**src/hdl/open_addressing_hash_table_assert.svh**
```systemverilog
// assertion macros for the open addressing hash table
// no dependencies; empty bodies when SYNTHESIS is defined
`ifndef OPEN_ADDRESSING_HASH_TABLE_ASSERT_SVH
`define OPEN_ADDRESSING_HASH_TABLE_ASSERT_SVH
`ifndef SYNTHESIS
`define OAHT_ASSERT_ALWAYS(label, clk, rst_n, cond) \
	label: assert property (@(posedge clk) disable iff (!rst_n) (cond)) \
		else $error("hash table invariant violated");
`define OAHT_ASSERT_IMPLY(label, clk, rst_n, ante, cons) \
	label: assert property (@(posedge clk) disable iff (!rst_n) (ante) |-> (cons)) \
		else $error("hash table implication violated");
`else
`define OAHT_ASSERT_ALWAYS(label, clk, rst_n, cond)
`define OAHT_ASSERT_IMPLY(label, clk, rst_n, ante, cons)
`endif
`endif

```
**src/hdl/oaht_pkg.sv**
```systemverilog
// shared types, codes and constants of the open addressing hash table
// no dependencies
package oaht_pkg;

	localparam int KEY_W      = 31;
	localparam int TIME_W     = 16;
	localparam int OP_W       = 2;
	localparam int STATUS_W   = 2;
	localparam int SLOT_OUT_W = 10;
	// key / 1000 of a 31-bit key fits 22 bits
	localparam int QUOT_W     = 22;

	localparam int DEF_TABLE_SLOTS = 1024;
	localparam int DEF_HASH_PRIME  = 1031;

	// key / 1000 by reciprocal: floor(2^40 / 1000), estimate low by at most one
	localparam int unsigned KEY_DIVISOR = 1000;
	localparam longint unsigned KEY_RECIP = 64'd1099511627;
	localparam int RECIP_SHIFT = 40;
	localparam int RECIP_W = 31;

	localparam logic [OP_W-1:0] OP_INSERT = 2'd0;
	localparam logic [OP_W-1:0] OP_SEARCH = 2'd1;
	localparam logic [OP_W-1:0] OP_DELETE = 2'd2;

	localparam logic [STATUS_W-1:0] ST_OK      = 2'd0;
	localparam logic [STATUS_W-1:0] ST_MISSING = 2'd1;
	localparam logic [STATUS_W-1:0] ST_FULL    = 2'd2;

	typedef struct packed {
		logic              used;
		logic              tomb;
		logic [KEY_W-1:0]  key;
		logic [TIME_W-1:0] tval;
	} entry_t;

	typedef enum logic [1:0] {
		S_CLEAR,
		S_IDLE,
		S_HASH,
		S_PROBE
	} ctl_state_t;

	typedef enum logic [2:0] {
		H_IDLE,
		H_RECIP,
		H_CORR,
		H_MULT,
		H_MOD,
		H_WRAP
	} hash_state_t;

endpackage

```
**src/hdl/oaht_hash.sv**
```systemverilog
// home slot unit: ((a*(key/1000)+b) mod P) mod M via reciprocal, correction, multiply, remainder and wrap states
// depends on oaht_pkg
module oaht_hash #(
	parameter int TABLE_SLOTS = oaht_pkg::DEF_TABLE_SLOTS,
	parameter int HASH_PRIME  = oaht_pkg::DEF_HASH_PRIME
) (
	input  logic                           clk,
	input  logic                           arst_n,
	input  logic                           start,
	input  logic [oaht_pkg::KEY_W-1:0]     key,
	output logic                           done,
	output logic [$clog2(TABLE_SLOTS)-1:0] home
);

	localparam int SLOT_W = $clog2(TABLE_SLOTS);
	localparam int A_W    = $clog2(TABLE_SLOTS + 1);
	localparam int V_W    = oaht_pkg::QUOT_W + A_W + 1;
	localparam int HASH_A = TABLE_SLOTS - TABLE_SLOTS / 2;
	localparam int HASH_B = TABLE_SLOTS - TABLE_SLOTS / 3;
	localparam int DIG    = 4;
	localparam int NDIG   = (V_W + DIG - 1) / DIG;
	localparam int VP_W   = NDIG * DIG;
	localparam int CNT_W  = $clog2(NDIG);
	localparam int RW     = $clog2(HASH_PRIME) + 1;
	localparam int PROD_W = oaht_pkg::KEY_W + oaht_pkg::RECIP_W;

	oaht_pkg::hash_state_t state_q, state_d;

	logic [oaht_pkg::KEY_W-1:0]  key_q;
	logic [oaht_pkg::QUOT_W-1:0] qest_q;
	logic [oaht_pkg::QUOT_W-1:0] k_q;
	logic [VP_W-1:0]             vsh_q;
	logic [RW-1:0]               rem_q;
	logic [CNT_W-1:0]            cnt_q;
	logic [SLOT_W-1:0]           home_q;
	logic                        done_q;

	logic [PROD_W-1:0]           prod;
	logic [31:0]                 back;
	logic [31:0]                 resid;
	logic [oaht_pkg::QUOT_W-1:0] k_d;
	logic [V_W-1:0]              v_d;
	logic [RW-1:0]               rem_d;
	logic [SLOT_W-1:0]           home_d;

	always_comb begin
		prod  = PROD_W'(key_q) * PROD_W'(oaht_pkg::KEY_RECIP);
		back  = 32'(qest_q) * 32'(oaht_pkg::KEY_DIVISOR);
		resid = 32'(key_q) - back;
		k_d   = (resid >= 32'(oaht_pkg::KEY_DIVISOR)) ? qest_q + 1'b1 : qest_q;
		v_d   = V_W'(HASH_A) * V_W'(k_q) + V_W'(HASH_B);
	end

	// restoring remainder, DIG bits a cycle
	always_comb begin
		rem_d = rem_q;
		for (int i = 0; i < DIG; i++) begin
			rem_d = {rem_d[RW-2:0], vsh_q[VP_W-1-i]};
			if (rem_d >= RW'(HASH_PRIME))
				rem_d = rem_d - RW'(HASH_PRIME);
		end
	end

	// P lies below 2M, so one subtract folds into the table
	assign home_d = (rem_q >= RW'(TABLE_SLOTS)) ? SLOT_W'(rem_q - RW'(TABLE_SLOTS))
	                                            : SLOT_W'(rem_q);

	always_ff @(posedge clk or negedge arst_n) begin
		if (!arst_n) begin
			state_q <= oaht_pkg::H_IDLE;
			done_q  <= 1'b0;
		end else begin
			state_q <= state_d;
			done_q  <= (state_q == oaht_pkg::H_WRAP);
		end
	end

	always_comb begin
		state_d = state_q;
		unique case (state_q)
			oaht_pkg::H_IDLE:  if (start) state_d = oaht_pkg::H_RECIP;
			oaht_pkg::H_RECIP: state_d = oaht_pkg::H_CORR;
			oaht_pkg::H_CORR:  state_d = oaht_pkg::H_MULT;
			oaht_pkg::H_MULT:  state_d = oaht_pkg::H_MOD;
			oaht_pkg::H_MOD:   if (cnt_q == '0) state_d = oaht_pkg::H_WRAP;
			oaht_pkg::H_WRAP:  state_d = oaht_pkg::H_IDLE;
			default:           state_d = oaht_pkg::H_IDLE;
		endcase
	end

	always_ff @(posedge clk) begin
		if (state_q == oaht_pkg::H_IDLE && start)
			key_q <= key;
		if (state_q == oaht_pkg::H_RECIP)
			qest_q <= prod[oaht_pkg::RECIP_SHIFT+oaht_pkg::QUOT_W-1:oaht_pkg::RECIP_SHIFT];
		if (state_q == oaht_pkg::H_CORR)
			k_q <= k_d;
		if (state_q == oaht_pkg::H_MULT) begin
			vsh_q <= VP_W'(v_d);
			rem_q <= '0;
			cnt_q <= CNT_W'(NDIG - 1);
		end
		if (state_q == oaht_pkg::H_MOD) begin
			vsh_q <= vsh_q << DIG;
			rem_q <= rem_d;
			cnt_q <= cnt_q - 1'b1;
		end
		if (state_q == oaht_pkg::H_WRAP)
			home_q <= home_d;
	end

	assign done = done_q;
	assign home = home_q;

endmodule

```
**config.mk**
```make
export PLATFORM = sky130hd
export DESIGN_NAME = oaht_hash
export DESIGN_NICKNAME = d
export VERILOG_FILES = /design/src/hdl/open_addressing_hash_table_assert.svh /design/src/hdl/oaht_pkg.sv /design/src/hdl/oaht_hash.sv
export SDC_FILE = /design/constraint.sdc
export NUM_CORES = 1
export LEC_CHECK = 0
export BUFFER_PORTS_ARGS = -buffer_cell sky130_fd_sc_hd__buf_4
export CAP_MARGIN = 10
export CORE_MARGIN = 3
export CORE_UTILIZATION = 65
export CTS_CLUSTER_DIAMETER = 60
export DETAILED_ROUTE_END_ITERATION = 16
export GPL_TIMING_DRIVEN = 0
export HOLD_SLACK_MARGIN = 0.06
export PLACE_DENSITY = 0.86
export REMOVE_ABC_BUFFERS = 1
export SLEW_MARGIN = 10
export SYNTH_ARGS = -nofsm -noshare
export SYNTH_HDL_FRONTEND = slang
export SYNTH_SLANG_ARGS = --single-unit
```
**constraint.sdc**
```tcl
create_clock -name clk -period 10.55 [get_ports clk]
set_input_delay 1.055 -clock clk [delete_from_list [all_inputs] [get_ports clk]]
set_output_delay 1.055 -clock clk [all_outputs]
set_load 0.02 [all_outputs]
```
==> reports/metrics.cfg <==
[clocking]
clk_pin_slew_ps=70
cts_buffer_depth=2
cts_tree=yes
hold_buffers=0
cts_root_buffer=clkbuf_16
htreeDepth=4
clk_latency_ps=450
tritoncts.num_buffers=17
cts.sinks=135

[job]
drv_cap=0

[synthesis]
ys.flop_type=edfxtp_1
synth_edf_count=130
syn_inst=2551
synth-async-reset-ratio_pct=2.96
yosysSeqAreaShare_pct=15.5
netlist.area_leader.share_pct=30.2
synth.area.top_cells=fa_1, ha_1, edfxtp_1
ys_ff_latch=135
synth_top_area_cell=fa_1
syn_area_mm2=0.0260
avgSynthCellArea_um2=10.2
ys_types=93
yosysWarnings=0

[drt]
viasPerCell=5.92
num_vias=18600
routedWlPerCell_um=20.0
wirelength_um=62700
antenna_left=0
first_pass_iters=5
drt_iter0_drc=1461
drc=0

[worst_setup_path]
regToRegEndpoint=k_q[9]
ff2ff_path_depth=34
start_kind=flop
cp_max_fo=8
slowest_delay_ps=590
r2r_start=qest_q[0]
critPathSlowestCell=edfxtp_1
ff2ff_setup_slack_ps=820
endpoint_kind=flop
cp.required_ps=10730
critPathKind=reg2reg
cp.arrival_ps=9910

[floorplan]
core_mm2=0.0391
io_pins=45
die_h_um=206
start_util_pct=66.5
die_area_mm2=0.0425
num_rows=72
die-width_um=206

[sta]
max_freq_mhz=103
worstMarginPinSlew_ps=951
tns_ps=0
finalHoldViolCount=0
drv_slew=0
rsz0062_at_grt=no
fin_crit_sh_pct=92.2
setup_viol=0
clock_skew_ps=16.1
period_needed_ps=9730
relSlewSlack_pct=36.6

[run_status]
status=finished clean

[worst_hold_path]
hold_class=in2async

[final_layout]
final_common_cell=inv_1
layout-area-overhead-vs-synth_pct=5.96
seqCellArea_mm2=0.00402
drive_gt1_share_pct=4.97
fill_cells=2715
multi_input_area_mm2=0.0193
nets=3520
layout_common_cells=inv_1, ha_1, fa_1
utilization_pct=70.5

[global_route]
grt_pass1_wl_um=103000
grt_overflow_total=0
grt_usage_pct=31.4
antenna_found_initial=0
grt_pass1_vias=20400
grt_max_degree=29

[placement]
hpwl_um=52500
routabilityCongestion=0.945
port_buffers=44

-- repair_timing --
action | CTS | global route
endpoints found under the setup margin | 0 | 18
gates resized for setup | 0 | 2
setup buffers | 0 | 2
-- cell usage after synthesis (18+ instances only) --
cell type	instances
edfxtp_1	130
o21ai_0	77
nor2_1	78
nand4_1	23
nand3_1	48
clkbuf_1	18
inv_1	686
a21o_1	37
fa_1	393
ha_1	492
nand2_1	83
xnor2_1	62
a21oi_1	59
xor2_1	38
nor3_1	39
-- area by class of cell --
class,instances,share of cell area [%]
clock inverter,14,0.472
timing repair buffer,56,1.58
clock buffer,18,1.56
sequential,135,14.6
antenna,1,0.00908
tap,518,2.35
inverter,686,9.34
multi-input combinational,1705,70.1
-- through the flow --
| stage | area, µm² | hold WS (ps) | instances | setup slack, ps |
|---|---|---|---|---|
| after floorplan | 25900 | 448 | 2526 | 2580 |
| final | 27600 | 387 | 3133 | 819 |
| after global placement | 26900 | 462 | 3088 | 580 |
| after global routing | 27600 | 382 | 3132 | 223 |
| after CTS | 27500 | 375 | 3130 | 343 |
| after detailed placement | 27000 | 479 | 3098 | 421 |
-- critical path: cells and delay by family, from the launching register on --
| family | cells | cell delay, ps |
|---|---|---|
| AOI/OAI and AO/OA | 13 | 3180 |
| adders and majority gates | 6 | 2770 |
| and+or+nand+nor | 10 | 2350 |
| DFF | 1 | 590 |
| buffers and inverters | 3 | 280 |
| xor gates and xnor gates | 2 | 280 |
-- cell families (layout without fill, tap and decap cells) --
group | count (synthesis) | count (layout) | share of synthesized area, %
and+or+nand+nor | 382 | 382 | 7.54
other | 0 | 1 | 0
buffers and inverters | 711 | 774 | 10.4
muxes | 25 | 25 | 1.03
adders and majority gates | 885 | 885 | 53.9
xor gates and xnor gates | 101 | 101 | 3.45
AOI/OAI and AO/OA | 312 | 312 | 8.24
DFF | 135 | 135 | 15.5
-- state kept, by name, summed over array words and instances, names as in the netlist --
name	count
rem_q	11
qest_q	22
k_q	22
key_q	31
done	1
vsh_q	31
home	10
state_q	3
cnt_q	4
-- metal layers --
layer	up-vias	routed length [µm]	global-route usage, %
met2	764	30300	52.5
met5	-	0	0
li1	8444	-	-
met4	0	2700	13.0
met3	212	5420	7.10
met1	9131	24400	39.8
-- worst max path at each step --
stage	from	to	slack [ps]	depth (start not counted)
after detailed placement	qest_q[0]	k_q[18]	420	33
after floorplan	qest_q[0]	k_q[9]	2580	33
after CTS	qest_q[0]	k_q[18]	340	33
after global routing	qest_q[0]	k_q[9]	220	34
after global placement	qest_q[0]	k_q[9]	580	33
final	qest_q[0]	k_q[9]	820	34
Power is left out: the tool's default activity adds up to more than one toggle a clock period on the data nets, which glitch-free logic cannot reach.
